### src/ocpu_pkg.sv
// Shared types and constants for the orbit camera pose update block.
`timescale 1ns / 1ps

package ocpu_pkg;

    // Configuration port geometry
    localparam int CFG_IDX_W  = 2;
    localparam int CFG_DATA_W = 16;

    // Configuration register indexes
    localparam logic [CFG_IDX_W-1:0] CFG_START_DISTANCE = 2'd0;
    localparam logic [CFG_IDX_W-1:0] CFG_START_YAW      = 2'd1;
    localparam logic [CFG_IDX_W-1:0] CFG_START_PITCH    = 2'd2;

    // One queued pose job: updated angles (both as 0..3599 tenths), distance, target
    typedef struct packed {
        logic [11:0]        yaw;
        logic [11:0]        pitch;
        logic signed [15:0] orbit_dist;
        logic signed [31:0] tgt_x;
        logic signed [31:0] tgt_y;
        logic signed [31:0] tgt_z;
    } t_item;

endpackage

### src/ocpu_fifo.sv
// Two-entry job queue between front and back end.
`timescale 1ns / 1ps

module ocpu_fifo import ocpu_pkg::*; (
    input  logic  i_clk,
    input  logic  i_rst_n,
    input  logic  i_push,
    input  t_item i_item,
    output logic  o_full,
    input  logic  i_pop,
    output logic  o_valid,
    output t_item o_item
);

    t_item      r_mem [2];
    logic       r_wr;
    logic       r_rd;
    logic [1:0] r_cnt;

    assign o_full  = (r_cnt == 2'd2);
    assign o_valid = (r_cnt != 2'd0);
    assign o_item  = r_mem[r_rd];

    // Entry storage
    always_ff @(posedge i_clk) begin
        if (i_push) begin
            r_mem[r_wr] <= i_item;
        end
    end

    // Pointers and fill count
    always_ff @(posedge i_clk) begin
        if (!i_rst_n) begin
            r_wr  <= 1'b0;
            r_rd  <= 1'b0;
            r_cnt <= 2'd0;
        end else begin
            if (i_push) begin
                r_wr <= ~r_wr;
            end
            if (i_pop) begin
                r_rd <= ~r_rd;
            end
            r_cnt <= r_cnt + 2'(i_push) - 2'(i_pop);
        end
    end

endmodule

### config.mk
export PLATFORM = sky130hd
export DESIGN_NAME = ocpu_fifo
export DESIGN_NICKNAME = d
export VERILOG_FILES = /design/src/ocpu_pkg.sv /design/src/ocpu_fifo.sv
export SDC_FILE = /design/constraint.sdc
export NUM_CORES = 1
export LEC_CHECK = 0
export ABC_AREA = 1
export BUFFER_PORTS_ARGS = -buffer_cell sky130_fd_sc_hd__buf_2
export CAP_MARGIN = 20
export CORE_ASPECT_RATIO = 0.9
export CORE_MARGIN = 8
export CORE_UTILIZATION = 35
export CTS_BUF_LIST = sky130_fd_sc_hd__clkbuf_2
export DETAILED_ROUTE_END_ITERATION = 6
export GPL_TIMING_DRIVEN = 0
export SLEW_MARGIN = 20
export SYNTH_ARGS = -nofsm -noshare
export SYNTH_HDL_FRONTEND = slang
export SYNTH_SLANG_ARGS = --single-unit
### constraint.sdc
create_clock -name i_clk -period 21 [get_ports i_clk]
set_clock_uncertainty 0.15 [all_clocks]
set_input_delay 1.05 -clock i_clk [delete_from_list [all_inputs] [get_ports i_clk]]
set_output_delay 1.05 -clock i_clk [all_outputs]
set_load 0.01 [all_outputs]
**Word level (Yosys, flattened, before mapping)**

Memories as Yosys holds them, arrays and structs flattened. A register that Yosys moved wholly into a read port is not among the register bits.
Cells that the tools add are included.
W data, S select, Z words.

- Shift operators: 0
- $lt $le $gt $ge: 0
- Muxes and demuxes: 4
- Bitwise operators: 2
- Equality and inequality tests: 1
- Div/mod/pow operators: 0
- Reductions and logical operators: 1
- $add $sub $neg: 2
- Multipliers: 0

Operators with widths:

| cell | count |
|---|---|
| $mux W1 | 4 |
| $add A2 B1 Y2 | 1 |
| $eq A2 B2 Y1 const B | 1 |
| $not A1 Y1 | 2 |
| $reduce_bool A2 Y1 | 1 |
| $sub A2 B1 Y2 | 1 |

- Memories: 1
- Latch bits: 0
- Logic and storage cells: 14
- Output and inout bits: 138
- Memory bits (read-only): 0
- Input port bits: 140
- Bits in registers: 4
- RAM bits: 272

Memory list:

| memory | depth | width | rd ports | clocked after memory_dff | wr ports | RTL line | source |
|---|---|---|---|---|---|---|---|
| r_mem | 2 | 136 | 1 | 1 | 1 | ocpu_fifo.sv:15 | `t_item r_mem [2];` |

**Longest topological paths before layout**

- Word-level depth: 3
- Gate-level depth with buffers: 9
- Gate-level depth less buffers: 9

**Worst setup path after synthesis**

No wires, ideal clock.

- Kind: input to register
- From: in i_push
- To: mem r_mem[0][0] (netlist bit) (enable)
- Stages on the path: 2
- Arrival: 6.778 ns
- Setup slack: 13.436 ns
- Required time: 20.213 ns
- Library setup time: 0.637 ns
- Buffers on the path: 0
- Cell sequence: inv_1 -> nor2_1

- Word-level cells in the longest chain between the ends: 2

RTL lines:

| element | RTL line | source |
|---|---|---|
| start, declared | ocpu_fifo.sv:7 | `input logic i_push,` |
| $mux W1 | ocpu_fifo.sv:26 | `if (i_push) begin` |
| $mux W1 (not written as such) | ocpu_fifo.sv:27 | `r_mem[r_wr] <= i_item;` |
| end, declared | ocpu_fifo.sv:15 |  |

Every way passes these cells.

==> results.json <==
{
  "status": "complete, no violations",
  "clk_pin_slew_worst_paths_ps": 100,
  "synth_seq_cells": 277,
  "internal-power_w": 0.0008381,
  "grt_pass1_wl_mm": 32.84,
  "synth_warnings": 0,
  "reg2regPathDepth": 3,
  "min_path_type": "in2reg",
  "max_freq_mhz": 297.9,
  "post-route-period-util_pct": 15.98,
  "yosysSeqAreaShare_pct": 81.16,
  "rsz0062_at_grt": "no",
  "maxCapViolCount": 0,
  "drive_gt1_share_pct": 64.11,
  "hold_viol_final": 0,
  "r2r_start": "r_wr",
  "vdd_drop_max_mv": 0.04470,
  "die_height_um": 177.9,
  "path_max_fanout": 10,
  "numClockSinks": 277,
  "whs_path_depth": 1,
  "grt_use_total_pct": 12.30,
  "grt_max_degree": 78,
  "firstDrtPassIters": 4,
  "coreArea_um2": 28790,
  "cp-start-kind": "flop",
  "routedWlPerCell_um": 17.89,
  "viasPerCell": 4.436,
  "yosysUniqueCellTypes": 12,
  "min_period_ps": 3356,
  "die-area_um2": 34830,
  "synth_nets": 598,
  "clk_latency_ps": 780,
  "grt-ovfl-total": 0,
  "numCtsBuffers": 74,
  "cts_resized": 0,
  "post_cts_buffers": 0,
  "totalWireLength_mm": 21.99,
  "min_to": "r_mem[0][134]",
  "worst_setup_path_end_kind": "output pin",
  "start_util_pct": 35.38,
  "p_leak_nw": 5.094,
  "io_buffers": 277,
  "utilization_pct": 44.60,
  "synth_area_um2": 10190,
  "syn-instance-count": 456,
  "tightest_slew_ps": 547.4,
  "via_count": 5452,
  "drcViolationCount": 0,
  "htreeDepth": 3,
  "final_nets": 959,
  "power.share.sequential_pct": 58.0,
  "maxSlewHeadroom_pct": 63.42,
  "hold_ws_ps": 283.4,
  "power_density_nw_per_um2": 86.65,
  "grt_pass1_vias": 6039,
  "drv_slew": 0,
  "worstHoldStart": "i_item[134]",
  "postCtsHoldBufs": 0,
  "antenna_found_initial": 9,
  "drt_iter0_markers": 187,
  "tritoncts": "built",
  "crit_required_ps": 19800,
  "ctsLongestPathBuffers": 3,
  "clkPwrFrac_pct": 30.7,
  "rows": 59,
  "comb_power_share_pct": 11.3,
  "gp_congestion": 0.6904,
  "fin_tns_setup_ps": 0,
  "switching_share_pct": 24.67,
  "r2r_end": "r_mem[1][90]",
  "ant_nets": 0,
  "finalSetupViolCount": 0,
  "syn_area_per_cell_um2": 22.34,
  "critPathArrivalTime_ps": 2160,
  "ios": 278,
  "die_w_um": 195.8,
  "critical_path_class": "reg2out",
  "place_hpwl_mm": 15.31,
  "p_sw_w": 0.0002745,
  "r2r_slack_ps": 19060,
  "area_delta_synth_final_pct": 26.05,
  "cts.root.buffer_cell": "clkbuf_2"
}
==> how the worst max path moves through the flow <==
stage / start / end / slack (ps) / cells after the start
2_1_floorplan: i_push / r_mem[0][0] / 13440 / 2
3_3_place_gp: i_push / r_mem[0][100] / 9360 / 3
4_1_cts: flop / o_item[110] / 17450 / 5
3_5_place_dp: i_push / r_mem[0][88] / 18210 / 6
6_report: flop / o_item[123] / 17640 / 5
5_1_grt: flop / o_item[123] / 17440 / 5
==> cells by family after synthesis <==
| group | after synthesis | synth area share [%] |
|---|---|---|
| and+or+nand+nor | 18 | 0.6755 |
| DFF | 277 | 81.16 |
| AOI/OAI and AO/OA | 1 | 0.04908 |
| buffers and inverters | 22 | 1.363 |
| adders and majority gates | 2 | 0.2456 |
| muxes | 136 | 16.51 |
==> flip-flops by register name (all words and copies together), names as in the netlist, named ones only <==
signal	flops
r_cnt	2
r_mem	272
r_rd	1
r_wr	1
==> worst max-delay path, stage by stage (launching register included) <==
cell and delay [ps]:
dfxtp_1 330, buf_6 170, buf_6 200, buf_6 200, mux2_4 310, buf_2 160
==> cells in the final DEF, fill, tap and decap left out <==
cell      synthesis  layout
a21oi_1           1       1
buf_12            0       3
buf_16            0       5
buf_2             9     286
buf_6             6       6
clkbuf_2          0     112
clkinv_1          0       6
clkinv_2          0       1
dfxtp_1           5       5
diode_2           0       2
edfxtp_1        272     272
ha_1              2       2
inv_1             7       6
inv_2             0       1
inv_8             0       1
mux2_2           96      96
mux2_4           40      40
nand2_1           9       9
nand3_1           1       1
nor2_1            8       7
nor2_4            0       1
==> metal layers <==
metal  global-route usage, %  vias up  share of wire [%]
met5                       0        -               0.36
met1                   13.06     2611                 39
met4                   5.838       14                2.5
li1                        -     2559                  -
met2                   20.18      209                 48
met3                   6.370       59                9.8
==> power groups by stage <==
| stage | Combinational (W) | Clock [W] | Sequential [W] |
|---|---|---|---|
| 2_1_floorplan | 0.0000672 | 0 | 0.000661 |
| 3_3_place_gp | 0.000121 | 0 | 0.000665 |
| 3_5_place_dp | 0.000129 | 0 | 0.000658 |
| 4_1_cts | 0.000130 | 0.000362 | 0.000645 |
| 5_1_grt | 0.000137 | 0.000388 | 0.000648 |
| 6_report | 0.000126 | 0.000342 | 0.000645 |
==> cells in the mapped netlist <==
cell type,n,area share [%]
buf_2,9,0.44
ha_1,2,0.25
nor2_1,8,0.29
nand2_1,9,0.33
mux2_2,96,11
buf_6,6,0.66
dfxtp_1,5,0.98
a21oi_1,1,0.049
inv_1,7,0.26
edfxtp_1,272,80
mux2_4,40,5.9
nand3_1,1,0.049
==> metrics by stage <==
stage / area (µm²) / total power, W / std cells / setup slack [ps]
after global routing: 12840 / 0.001172 / 1229 / 17440
after floorplan: 10190 / 0.0007285 / 456 / 13440
after global placement: 12030 / 0.0007864 / 1099 / 9356
final: 12840 / 0.001113 / 1229 / 17640
after detailed placement: 12240 / 0.0007873 / 1107 / 18210
after CTS: 12840 / 0.001138 / 1227 / 17450
==> cell type report <==
| class | instances | area [µm²] |
|---|---|---|
| Clock buffer | 112 | 560.5 |
| Multi-Input combinational cell | 157 | 1788 |
| Buffer | 15 | 112.6 |
| Inverter | 7 | 33.78 |
| Sequential cell | 277 | 8268 |
| Fill cell | 2633 | 15950 |
| Timing Repair Buffer | 285 | 1584 |
| Antenna cell | 2 | 5.005 |
| Tap cell | 366 | 457.9 |
| Clock inverter | 8 | 31.28 |
Power figures use the tool's default switching activity.
