**src/ocpu_pkg.sv**
```systemverilog
// Shared types and constants for the orbit camera pose update block.
`timescale 1ns / 1ps

package ocpu_pkg;

    // Configuration port geometry
    localparam int CFG_IDX_W  = 2;
    localparam int CFG_DATA_W = 16;

    // Configuration register indexes
    localparam logic [CFG_IDX_W-1:0] CFG_START_DISTANCE = 2'd0;
    localparam logic [CFG_IDX_W-1:0] CFG_START_YAW      = 2'd1;
    localparam logic [CFG_IDX_W-1:0] CFG_START_PITCH    = 2'd2;

    // One queued pose job: updated angles (both as 0..3599 tenths), distance, target
    typedef struct packed {
        logic [11:0]        yaw;
        logic [11:0]        pitch;
        logic signed [15:0] orbit_dist;
        logic signed [31:0] tgt_x;
        logic signed [31:0] tgt_y;
        logic signed [31:0] tgt_z;
    } t_item;

endpackage

```
**src/ocpu_front.sv**
```systemverilog
// Front end: config registers, angle/distance state update, job push.
`timescale 1ns / 1ps

module ocpu_front import ocpu_pkg::*; (
    input  logic                  i_clk,
    input  logic                  i_rst_n,
    input  logic                  i_cfg_we,
    input  logic [CFG_IDX_W-1:0]  i_cfg_index,
    input  logic [CFG_DATA_W-1:0] i_cfg_data,
    input  logic                  i_valid,
    output logic                  o_stall,
    input  logic                  i_look_held,
    input  logic                  i_has_cursor,
    input  logic signed [11:0]    i_cursor_dx,
    input  logic signed [11:0]    i_cursor_dy,
    input  logic                  i_has_scroll,
    input  logic signed [7:0]     i_scroll_dy,
    input  logic signed [31:0]    i_target_x,
    input  logic signed [31:0]    i_target_y,
    input  logic signed [31:0]    i_target_z,
    input  logic                  i_q_full,
    output logic                  o_push,
    output t_item                 o_item
);

    localparam logic [11:0]        ANG_FULL  = 12'd3600;
    localparam logic signed [10:0] CP_MAX    = 11'sd890;
    localparam logic signed [10:0] CP_MIN    = -11'sd890;
    localparam logic signed [13:0] UP_MAX    = 14'sd890;
    localparam logic signed [13:0] UP_MIN    = -14'sd890;
    localparam logic signed [16:0] D_MAX     = 17'sd32767;
    localparam logic signed [16:0] D_MIN     = -17'sd32768;

    logic [15:0]        r_cfg_dist, n_cfg_dist;
    logic [11:0]        r_cfg_yaw, n_cfg_yaw;
    logic [10:0]        r_cfg_pitch, n_cfg_pitch;
    logic               cfg_hit;
    logic [11:0]        r_yaw, ld_yaw, upd_yaw;
    logic signed [10:0] r_pitch, ld_pitch, upd_pitch;
    logic signed [15:0] r_dist, upd_dist;
    logic signed [14:0] dx_e, dx3, yaw_sum;
    logic [14:0]        wrap_v, wrap_r;
    logic signed [13:0] dy_e, dy3, p_sum;
    logic signed [10:0] p_clamp;
    logic signed [16:0] d_sum;
    logic signed [15:0] d_sat;
    logic signed [10:0] cfg_p;
    logic signed [12:0] p_ang;
    logic               accept;
    logic               look;

    assign o_stall = i_q_full;
    assign accept  = i_valid && !i_q_full;
    assign look    = i_look_held && i_has_cursor;

    // Register write decode
    always_comb begin
        n_cfg_dist  = r_cfg_dist;
        n_cfg_yaw   = r_cfg_yaw;
        n_cfg_pitch = r_cfg_pitch;
        cfg_hit     = 1'b0;
        if (i_cfg_we) begin
            case (i_cfg_index)
                CFG_START_DISTANCE: begin
                    n_cfg_dist = i_cfg_data;
                    cfg_hit    = 1'b1;
                end
                CFG_START_YAW: begin
                    n_cfg_yaw = i_cfg_data[11:0];
                    cfg_hit   = 1'b1;
                end
                CFG_START_PITCH: begin
                    n_cfg_pitch = i_cfg_data[10:0];
                    cfg_hit     = 1'b1;
                end
                default: begin
                    cfg_hit = 1'b0;
                end
            endcase
        end
    end

    // Normalize register values on load
    always_comb begin
        cfg_p  = $signed(n_cfg_pitch);
        ld_yaw = (n_cfg_yaw >= ANG_FULL) ? (n_cfg_yaw - ANG_FULL) : n_cfg_yaw;
        if (cfg_p > CP_MAX) begin
            ld_pitch = CP_MAX;
        end else if (cfg_p < CP_MIN) begin
            ld_pitch = CP_MIN;
        end else begin
            ld_pitch = cfg_p;
        end
    end

    // Yaw: add 3 tenths per pixel, wrap into 0..3599
    always_comb begin
        dx_e    = 15'(i_cursor_dx);
        dx3     = dx_e + (dx_e <<< 1);
        yaw_sum = $signed({3'b000, r_yaw}) + dx3;
        wrap_v  = unsigned'(yaw_sum + 15'sd7200);
        if (wrap_v >= 15'd14400) begin
            wrap_r = wrap_v - 15'd14400;
        end else if (wrap_v >= 15'd10800) begin
            wrap_r = wrap_v - 15'd10800;
        end else if (wrap_v >= 15'd7200) begin
            wrap_r = wrap_v - 15'd7200;
        end else if (wrap_v >= 15'd3600) begin
            wrap_r = wrap_v - 15'd3600;
        end else begin
            wrap_r = wrap_v;
        end
    end

    // Pitch: subtract 3 tenths per pixel, clamp to +-89 degrees
    always_comb begin
        dy_e  = 14'(i_cursor_dy);
        dy3   = dy_e + (dy_e <<< 1);
        p_sum = 14'(r_pitch) - dy3;
        if (p_sum > UP_MAX) begin
            p_clamp = CP_MAX;
        end else if (p_sum < UP_MIN) begin
            p_clamp = CP_MIN;
        end else begin
            p_clamp = p_sum[10:0];
        end
    end

    // Distance: subtract scroll, saturate
    always_comb begin
        d_sum = 17'(r_dist) - 17'(i_scroll_dy);
        if (d_sum > D_MAX) begin
            d_sat = 16'sh7fff;
        end else if (d_sum < D_MIN) begin
            d_sat = -16'sh8000;
        end else begin
            d_sat = d_sum[15:0];
        end
    end

    assign upd_yaw   = look ? wrap_r[11:0] : r_yaw;
    assign upd_pitch = look ? p_clamp : r_pitch;
    assign upd_dist  = i_has_scroll ? d_sat : r_dist;
    assign p_ang     = 13'(upd_pitch) + ((upd_pitch < 0) ? 13'sd3600 : 13'sd0);

    // Job word toward the back end
    always_comb begin
        o_push            = accept;
        o_item.yaw        = upd_yaw;
        o_item.pitch      = p_ang[11:0];
        o_item.orbit_dist = upd_dist;
        o_item.tgt_x      = i_target_x;
        o_item.tgt_y      = i_target_y;
        o_item.tgt_z      = i_target_z;
    end

    // Registers and pose state
    always_ff @(posedge i_clk) begin
        if (!i_rst_n) begin
            r_cfg_dist  <= 16'd10;
            r_cfg_yaw   <= 12'd0;
            r_cfg_pitch <= 11'd0;
            r_dist      <= 16'sd10;
            r_yaw       <= 12'd0;
            r_pitch     <= 11'sd0;
        end else if (cfg_hit) begin
            r_cfg_dist  <= n_cfg_dist;
            r_cfg_yaw   <= n_cfg_yaw;
            r_cfg_pitch <= n_cfg_pitch;
            r_dist      <= $signed(n_cfg_dist);
            r_yaw       <= ld_yaw;
            r_pitch     <= ld_pitch;
        end else if (accept) begin
            r_dist  <= upd_dist;
            r_yaw   <= upd_yaw;
            r_pitch <= upd_pitch;
        end
    end

endmodule

```
**config.mk**
```make
export PLATFORM = sky130hd
export DESIGN_NAME = ocpu_front
export DESIGN_NICKNAME = d
export VERILOG_FILES = /design/src/ocpu_pkg.sv /design/src/ocpu_front.sv
export SDC_FILE = /design/constraint.sdc
export NUM_CORES = 1
export LEC_CHECK = 0
export BUFFER_PORTS_ARGS = -buffer_cell sky130_fd_sc_hd__clkbuf_2
export CAP_MARGIN = 20
export CORE_MARGIN = 1
export CORE_UTILIZATION = 45
export DETAILED_ROUTE_END_ITERATION = 8
export PLACE_DENSITY = 0.71
export SKIP_CTS_REPAIR_TIMING = 1
export SLEW_MARGIN = 20
export SYNTH_ARGS = -nofsm -noshare
export SYNTH_HDL_FRONTEND = slang
export SYNTH_SLANG_ARGS = --single-unit
```
**constraint.sdc**
```tcl
create_clock -name i_clk -period 15.2 [get_ports i_clk]
set_input_delay 1.52 -clock i_clk [delete_from_list [all_inputs] [get_ports i_clk]]
set_output_delay 1.52 -clock i_clk [all_outputs]
set_load 0.03 [all_outputs]
```
After elaboration in Yosys (flattened, before gate mapping)
Index checks and enable logic that the tools add are counted.
Word-level totals
  register bits: 78
  bits of input ports: 154
  logic and storage cells: 67
Cells by class
  reduce and logical (&&, ||, !) cells: 6
  $lt $le $gt $ge: 12
  mux-type cells: 29
  add/sub/neg operators: 12
  equal/unequal tests: 2
Operators by type and width (count)
  $mux W12: 11
  $mux W16: 7
  $mux W11: 9
  $sub A12 B12 Y12 const B: 5
  $ge A15 B14 Y1 const B: 2
  $add A12 B13 Y14: 2
  $gt A17 B16 Y1 const B: 1
  $lt A17 B16 Y1 const B: 1
  $sub A16 B8 Y17: 1
  $add A13 B14 Y15: 1
  $add A15 B14 Y15 const B: 1
  $ge A15 B12 Y1 const B: 1
  $ge A15 B13 Y1 const B: 1
  $gt A14 B11 Y1 const B: 1
  $lt A14 B11 Y1 const B: 1
  $sub A11 B14 Y14: 1
  $add A11 B12 Y12: 1
  $ge A12 B12 Y1 const B: 1
  $gt A11 B11 Y1 const B: 1
  $lt A11 B1 Y1 const B: 1
  $lt A11 B11 Y1 const B: 1
  $reduce_or A3 Y1: 1
  $eq A2 B1 Y1 const B: 1
  $eq A2 B2 Y1 const B: 1
  5 further kinds: 7

Logic depth before layout (Yosys ltp)
Gate-level depths: netlist of the first run.
  depth after elaboration: 11
  gate-level depth with buffers: 21
  mapped depth without buffers: 20

Worst setup path after synthesis of the first run
OpenSTA, ideal clock, no wires.
  path kind: input to output
  from: input i_cursor_dx[1]
  to: output o_item[128] (netlist name)
  stages: 19
  path slack: 7566 ps
  arrival: 6114 ps
  path through: inv_1 -> fa_1 -> inv_1 -> ha_1 -> ha_1 -> fa_1 -> a21o_1 -> a21oi_1 -> xnor2_1 -> inv_1 -> ha_1 -> a32oi_1 -> nand3b_1 -> or4_4 -> o2111ai_2 -> and2_1 -> o21ai_0 -> and3_1 -> o31ai_1
RTL lines
  start, declared: line ocpu_front.sv:14  | input logic signed [11:0] i_cursor_dx,
  end, declared: line ocpu_front.sv:23  | output t_item o_item

==> results of run 1 <==
-- flip-flops by register name, summed over array words and instances (netlist names) --
name         flops
r_cfg_dist      16
r_dist          16
r_cfg_yaw       12
r_yaw           12
r_cfg_pitch     11
r_pitch         11
-- per-layer routing --
layer / vias to the layer above / share of wire, %
met3: 55 / 7.3
met5: - / 0
met4: 0 / 2.2
li1: 3989 / -
met2: 303 / 46
met1: 3814 / 45
-- cells by family (layout without fill, tap and decap cells) --
kind of cell | count (synthesis) | in the layout
AOI/OAI and AO/OA | 302 | 302
xor gates and xnor gates | 37 | 37
adders and majority gates | 103 | 103
buffers and inverters | 243 | 214
DFF | 78 | 78
muxes | 54 | 54
other | 0 | 2
and+or+nand+nor | 355 | 355
-- layout make-up --
type                       instances  area [µm²]  share of cell area, %
timing repair buffer             104         533                   5.74
sequential                        78        1560                   16.8
tap                              265         332                   3.57
clock buffer                      10         229                   2.46
antenna                            2        5.00                 0.0539
inverter                          94         353                   3.80
clock inverter                     6        92.6                  0.996
multi-input combinational        851        6190                   66.6
-- Yosys cell counts (all sizes together) (7+ instances only) --
library cell | n | area (µm²)
mux2i | 44 | 440
o21ai | 65 | 329
fa | 24 | 480
nand2b | 20 | 125
a21o | 15 | 113
inv | 93 | 349
a2111oi | 7 | 75.1
nor4 | 7 | 43.8
xor2 | 15 | 131
nand2 | 91 | 342
a31oi | 14 | 121
nor2 | 103 | 387
a21oi | 82 | 410
nand4 | 17 | 106
ha | 71 | 888
o22ai | 11 | 75.1
nand3 | 28 | 140
a211oi | 16 | 140
nor3b | 7 | 52.6
o21a | 8 | 60.1
buf | 121 | 850
and2 | 16 | 100
mux2 | 10 | 116
maj3 | 8 | 80.1
clkbuf | 28 | 106
o211ai | 15 | 136
nor3 | 22 | 115
nor2b | 8 | 50.1
dfxtp | 78 | 1560
xnor2 | 22 | 200
and3 | 11 | 73.8
-- report_power, final --
part	switching, mW	internal [mW]	total [mW]
logic	0.410	0.227	0.638
registers	0.00893	0.215	0.224
clock network	0.0906	0.145	0.236
-- path summary, 6_finish.rpt --
kind              cells past startpoint       endpoint           start  slack (ns)
hold reg to reg                       2  r_cfg_dist[1]   r_cfg_dist[1]        0.48
hold / removal                        2  r_cfg_dist[1]   r_cfg_dist[1]        0.48
setup / recovery                     22    o_item[133]  i_cursor_dx[1]        6.90
setup reg to reg                     20       r_yaw[4]        r_yaw[2]        9.62
-- through the flow --
step	std cells	total power, mW	util (%)
5_1_grt	1410	1.17	47.4
6_report	1410	1.10	47.4
3_3_place_gp	1392	0.855	45.8
3_5_place_dp	1392	0.855	45.8
4_1_cts	1408	1.09	47.4
2_1_floorplan	1172	0.762	-
-- worst register-to-register path: cells and delay by family (launching register included) --
kind,cells,cell delay [ns]
DFF,1,0.30
buffers and inverters,3,0.35
and+or+nand+nor,5,1.46
adders and majority gates,5,1.76
AOI/OAI and AO/OA,6,1.33
xor gates and xnor gates,1,0.33
==> flow_summary.toml, run 1 <==
[status]
status = "complete, no violations"

[floorplanning]
start_util_pct = 46.2
die-area_mm2 = 0.0207
fp-row-count = 51
io_pins = 292
die_y_um = 144
chipWidth_um = 144
core_mm2 = 0.0196

[synth]
synth_mux_area_share_pct = 6.15
ys_seq_area_share_pct = 17.2
synth-seq-cells = 78
postSynthCellCount = 1172
synth_top_family_by_area = "compound AO/OA/AOI/OAI gates"
synth_fa_ha_area_share_pct = 16.0
yosysWarnings = 0
synth_compound_area_share_pct = 23.5
syn_nets = 1421
postSynthAreaPerCell_um2 = 7.72
yosys.area_share.xor_xnor_pct = 3.66
async_flop_share_pct = 0
netlist_area_mm2 = 0.00905
yosysUniqueCellTypes = 95
synth-simple-area-share_pct = 19.0
synth_ff_type = "dfxtp_1"
synth_edf_count = 0

[routing]
route.detailed.drc = 0
via_count = 8161
drtIter0Drc = 597
ant_nets = 0
via_per_inst = 5.79
drt_wl_total_mm = 25.2
firstDrtPassIters = 5
detail_route.wl_per_cell_um = 17.9

[global_route]
grt_pass1_vias = 7555
grt_use_total_pct = 24.7
use_met3_pct = 6.06
use_met2_pct = 39.9
grt.met1_usage_pct = 31.9
overflow = 0
grt.busiest_layer = "met2"
grt_pass1_wl_mm = 40.0
antenna_found_initial = 2
grt_start_max_net_pins = 34

[layout]
syn_to_final_growth_pct = 2.65
mostFrequentLayoutCells = "103 x nor2_1, 99 x clkbuf_2, 92 x inv_1"
finalInstanceArea_mm2 = 0.00929
fill_cells = 1940
final_common_cell = "nor2_1"
fin_nets = 1387
drive_gt1_share_pct = 15.0

[cts]
clock_path_buffers = 2
numCtsBuffers = 9
clkTransAtPathRegs_ns = 0.06
cts_tree = "done"
htreeDepth = 3
cts.sinks = 78
cts-root-buf = "clkbuf_16"
clock_latency_ns = 0.34

[placement]
place.gp.congestion = 0.961
placed_area_mm2 = 0.00897
port_buffers = 99
dpl.hpwl_mm = 19.8
dp_slack_ns = 6.95

[setup_path]
cpMaxStageDelayCell = "fa_1"
cp_top_family = "adder cells"
cp.arrival_ns = 6.78
crit_path_start_kind = "primary input"
setup.worst_path.class = "primary input to primary output"
path_cells = "clkbuf_2 -> inv_1 -> fa_1 -> inv_1 -> ha_1 -> ha_1 -> fa_1 -> a21o_1 -> a21oi_1 -> xnor2_1 -> inv_1 -> ha_1 -> a32oi_1 -> nand3b_1 -> or4_4 -> o2111ai_2 -> and2_1 -> a21oi_1 -> a211oi_1 -> o21ai_0 -> a31oi_1 -> clkbuf_2"
cp_slowest_stage_delay_ns = 0.52
path_buf_inv = 5
cp-end-kind = "primary output"
cp_data_required_time_ns = 13.68
path_max_fanout = 12

[sta]
setup_viol_count_final = 0
hold_slack_ns = 0.475
final-max-slew-violation-count = 0
setup_ws_ns = 6.90
final-hold-violation-count = 0
fin_skew_ns = 0.00491
rsz0062_at_grt = "false"
period_share_pct = 54.6
slew_headroom_pct = 28.3
worst_pin_slew_ns = 1.07
period_needed_ns = 8.30
fmax_ghz = 0.120
setup_tns_ns = 0

[power_and_ir_drop]
p_per_area_mw_per_mm2 = 118
ir_worst_vdd_mv = 0.0557
p_leak_nw = 4.16

[worst_hold_path]
hp-class = "flip-flop to flip-flop"

[job]
drv_cap = 0
No activity file was read; power rests on OpenSTA's default activity.
==> run 2, diff against run 1 <==
--- a/config.mk
+++ b/config.mk
@@ -5,6 +5,7 @@
 export SDC_FILE = /design/constraint.sdc
 export NUM_CORES = 1
 export LEC_CHECK = 0
+export ABC_AREA = 1
 export BUFFER_PORTS_ARGS = -buffer_cell sky130_fd_sc_hd__clkbuf_2
 export CAP_MARGIN = 20
 export CORE_MARGIN = 1
==> constraint.sdc (replaced) <==
create_clock -name i_clk -period 8.4 [get_ports i_clk]
set_input_delay 0.84 -clock i_clk [delete_from_list [all_inputs] [get_ports i_clk]]
set_output_delay 0.84 -clock i_clk [all_outputs]
set_load 0.03 [all_outputs]
==> flow_summary.toml, run 2 <==
[status]
status = "complete, no violations"

[setup_path]
reg2reg_from = "r_yaw[2]"
path_buf_inv = 6
path_cells = "clkbuf_2 -> inv_1 -> fa_1 -> inv_1 -> ha_1 -> ha_1 -> fa_1 -> nand3_1 -> nand3_1 -> nand2_1 -> nand2_2 -> inv_1 -> ha_1 -> inv_1 -> nor2_2 -> nand2_2 -> nand2_2 -> nand2_2 -> a21oi_2 -> nand3_1 -> nand2_1 -> nand2_1 -> a21boi_0 -> clkbuf_2"
cp.arrival_ns = 5.25
setup.worst_path.class = "primary input to primary output"
rrSetupSlack_ns = 3.82
cp_slowest_stage_delay_ns = 0.52
path_max_fanout = 11
cp_data_required_time_ns = 7.56
cpMaxStageDelayCell = "fa_1"
cp-end-kind = "primary output"
cp_top_family = "adder cells"
reg2reg_to = "r_yaw[4]"
r2r_cells = 26
crit_path_start_kind = "primary input"

[synth]
netlist_top_cells_count = "323 x nand2_1, 226 x inv_1, 126 x nor2_1"
netlist_area_mm2 = 0.00933
syn_nets = 1703
yosysMostFrequentCell = "nand2_1"
yosysWarnings = 0
yosysUniqueCellTypes = 54
ys_seq_area_share_pct = 16.7
synth-seq-cells = 78
synth_edf_count = 0
synthTopCellsByArea = "dfxtp_1 17%, nand2_1 13%, ha_1 9.5%"
postSynthAreaPerCell_um2 = 6.41
synth_area_leader_cell = "dfxtp_1"
async_flop_share_pct = 0
synth_ff_type = "dfxtp_1"
postSynthCellCount = 1454
synth_top_area_share_pct = 16.7

[floorplanning]
die-area_mm2 = 0.0213
start_util_pct = 45.9
io_pins = 292
fp-row-count = 52
chipWidth_um = 146
die_y_um = 146
core_mm2 = 0.0203

[sta]
final-max-slew-violation-count = 0
setup_viol_count_final = 0
fin_skew_ns = 0.00648
rsz0062_at_grt = "false"
period_share_pct = 72.5
slew_headroom_pct = 50.1
period_needed_ns = 6.09
worst_pin_slew_ns = 0.747
fmax_ghz = 0.164
final-hold-violation-count = 0
setup_tns_ns = 0

[cts]
cts.sinks = 78
clock_latency_ns = 0.34
clkTransAtPathRegs_ns = 0.06
htreeDepth = 3
cts-root-buf = "clkbuf_16"
clock_path_buffers = 2
cts_tree = "done"
numCtsBuffers = 9

[layout]
drive_gt1_share_pct = 12.7
fill_cells = 2188
reg.largest.list = "r_cfg_dist (16), r_dist (16)"
mostFrequentLayoutCells = "323 x nand2_1, 226 x inv_1, 125 x nor2_1"
final_common_cell = "nand2_1"
fin_nets = 1680
syn_to_final_growth_pct = 2.70
ff_latch_area_mm2 = 0.00156
final_util_pct = 47.2
multi_input_area_mm2 = 0.00598
antennaDiodeCount = 0

[global_route]
grt_pass1_wl_mm = 40.3
antenna_found_initial = 0
grt_use_total_pct = 22.9
grt_pass1_vias = 8169
overflow = 0
grt_start_max_net_pins = 51

[power_and_ir_drop]
p_seq_share_pct = 20.6
power.share.combinational_pct = 60.1
p_leak_nw = 5.03
ir_worst_vdd_mv = 0.119
p_per_area_mw_per_mm2 = 212
power.share.clock_pct = 19.3
p_switching_uw = 993
p_int_mw = 1.04
sw_frac_of_total_pct = 49.0

[placement]
port_buffers = 99
dpl.hpwl_mm = 19.4
place.gp.congestion = 0.919

[routing]
drtIter0Drc = 512
route.detailed.drc = 0
via_per_inst = 5.15
via_count = 8781
firstDrtPassIters = 6
drt_wl_total_mm = 24.1
ant_nets = 0
detail_route.wl_per_cell_um = 14.1

[job]
drv_cap = 0

[worst_hold_path]
hp-class = "flip-flop to flip-flop"
holdPathStages = 2
min_to = "r_cfg_dist[15]"
min_from = "r_cfg_dist[15]"
## run 2: changes by cell type in the layout (fill, tap and decap cells not counted), sizes merged, moves of 13 or more
cell	delta
nand2b	-20
nor3	-18
xor2	+15
a21o	-13
nand2	+255
and2	-15
a21oi	+30
a211oi	-15
mux2i	-37
nor2	+33
o21ai	+35
inv	+133
nand3	+43
## run 2: worst max path at each step
stage,from,slack [ns],depth (start not counted),end
floorplan,i_cursor_dx[1],2.76,25,o_item[131]
global placement,i_cursor_dx[1],2.47,24,o_item[131]
detailed placement,i_cursor_dx[1],2.36,24,o_item[131]
CTS,i_cursor_dx[1],2.36,24,o_item[131]
global route,i_cursor_dx[1],1.94,26,o_item[131]
finish,i_cursor_dx[1],2.31,24,o_item[131]
## run 2: layer usage
layer	vias up	routed length [µm]	GRT usage (%)
li1	4522	-	-
met1	4009	11700	31.9
met2	212	10800	36.5
met3	38	1270	3.82
met4	0	348	5.84
met5	-	0	0
## run 2: per-stage QoR
| step | setup slack, ns | std cells | hold WS (ns) | power [mW] | area [µm²] |
|---|---|---|---|---|---|
| after CTS | 2.36 | 1706 | 0.473 | 2.03 | 9580 |
| after global placement | 2.47 | 1690 | 0.446 | 1.62 | 9270 |
| after global routing | 1.94 | 1706 | 0.494 | 2.20 | 9580 |
| after detailed placement | 2.36 | 1690 | 0.462 | 1.63 | 9280 |
| after floorplan | 2.76 | 1454 | 0.436 | 1.45 | 9330 |
| final | 2.31 | 1706 | 0.469 | 2.03 | 9580 |
## run 2: power by group through the flow
| stage | registers (mW) | clock network, mW | logic, mW |
|---|---|---|---|
| global placement | 0.424 | 0 | 1.20 |
| global route | 0.420 | 0.415 | 1.37 |
| CTS | 0.417 | 0.399 | 1.21 |
| finish | 0.417 | 0.392 | 1.22 |
| floorplan | 0.416 | 0 | 1.03 |
| detailed placement | 0.425 | 0 | 1.20 |
## run 2: cell families after synthesis
group | Yosys count | share of synthesized area, %
buffers and inverters | 367 | 19.2
flip-flops | 78 | 16.7
AO/OA/AOI/OAI | 283 | 17.9
adder cells (fa/ha/maj) | 95 | 14.7
AND/OR/NAND/NOR | 583 | 26.9
XOR/XNOR | 41 | 3.85
multiplexers | 7 | 0.751
## run 2: layout make-up
type / count / area share [%]
multi-input cells: 1009 / 62.5
inverters: 229 / 8.97
flip-flops and latches: 78 / 16.3
well taps: 270 / 3.53
clock buffers: 11 / 2.53
clock inverters: 5 / 0.614
repair buffers: 104 / 5.56
## run 2: tightest hold or removal path, delay by kind of cell (launching register included)
kind | cells | cell delay (ns)
simple gates | 1 | 0.06
flops | 1 | 0.31
compound gates | 1 | 0.06
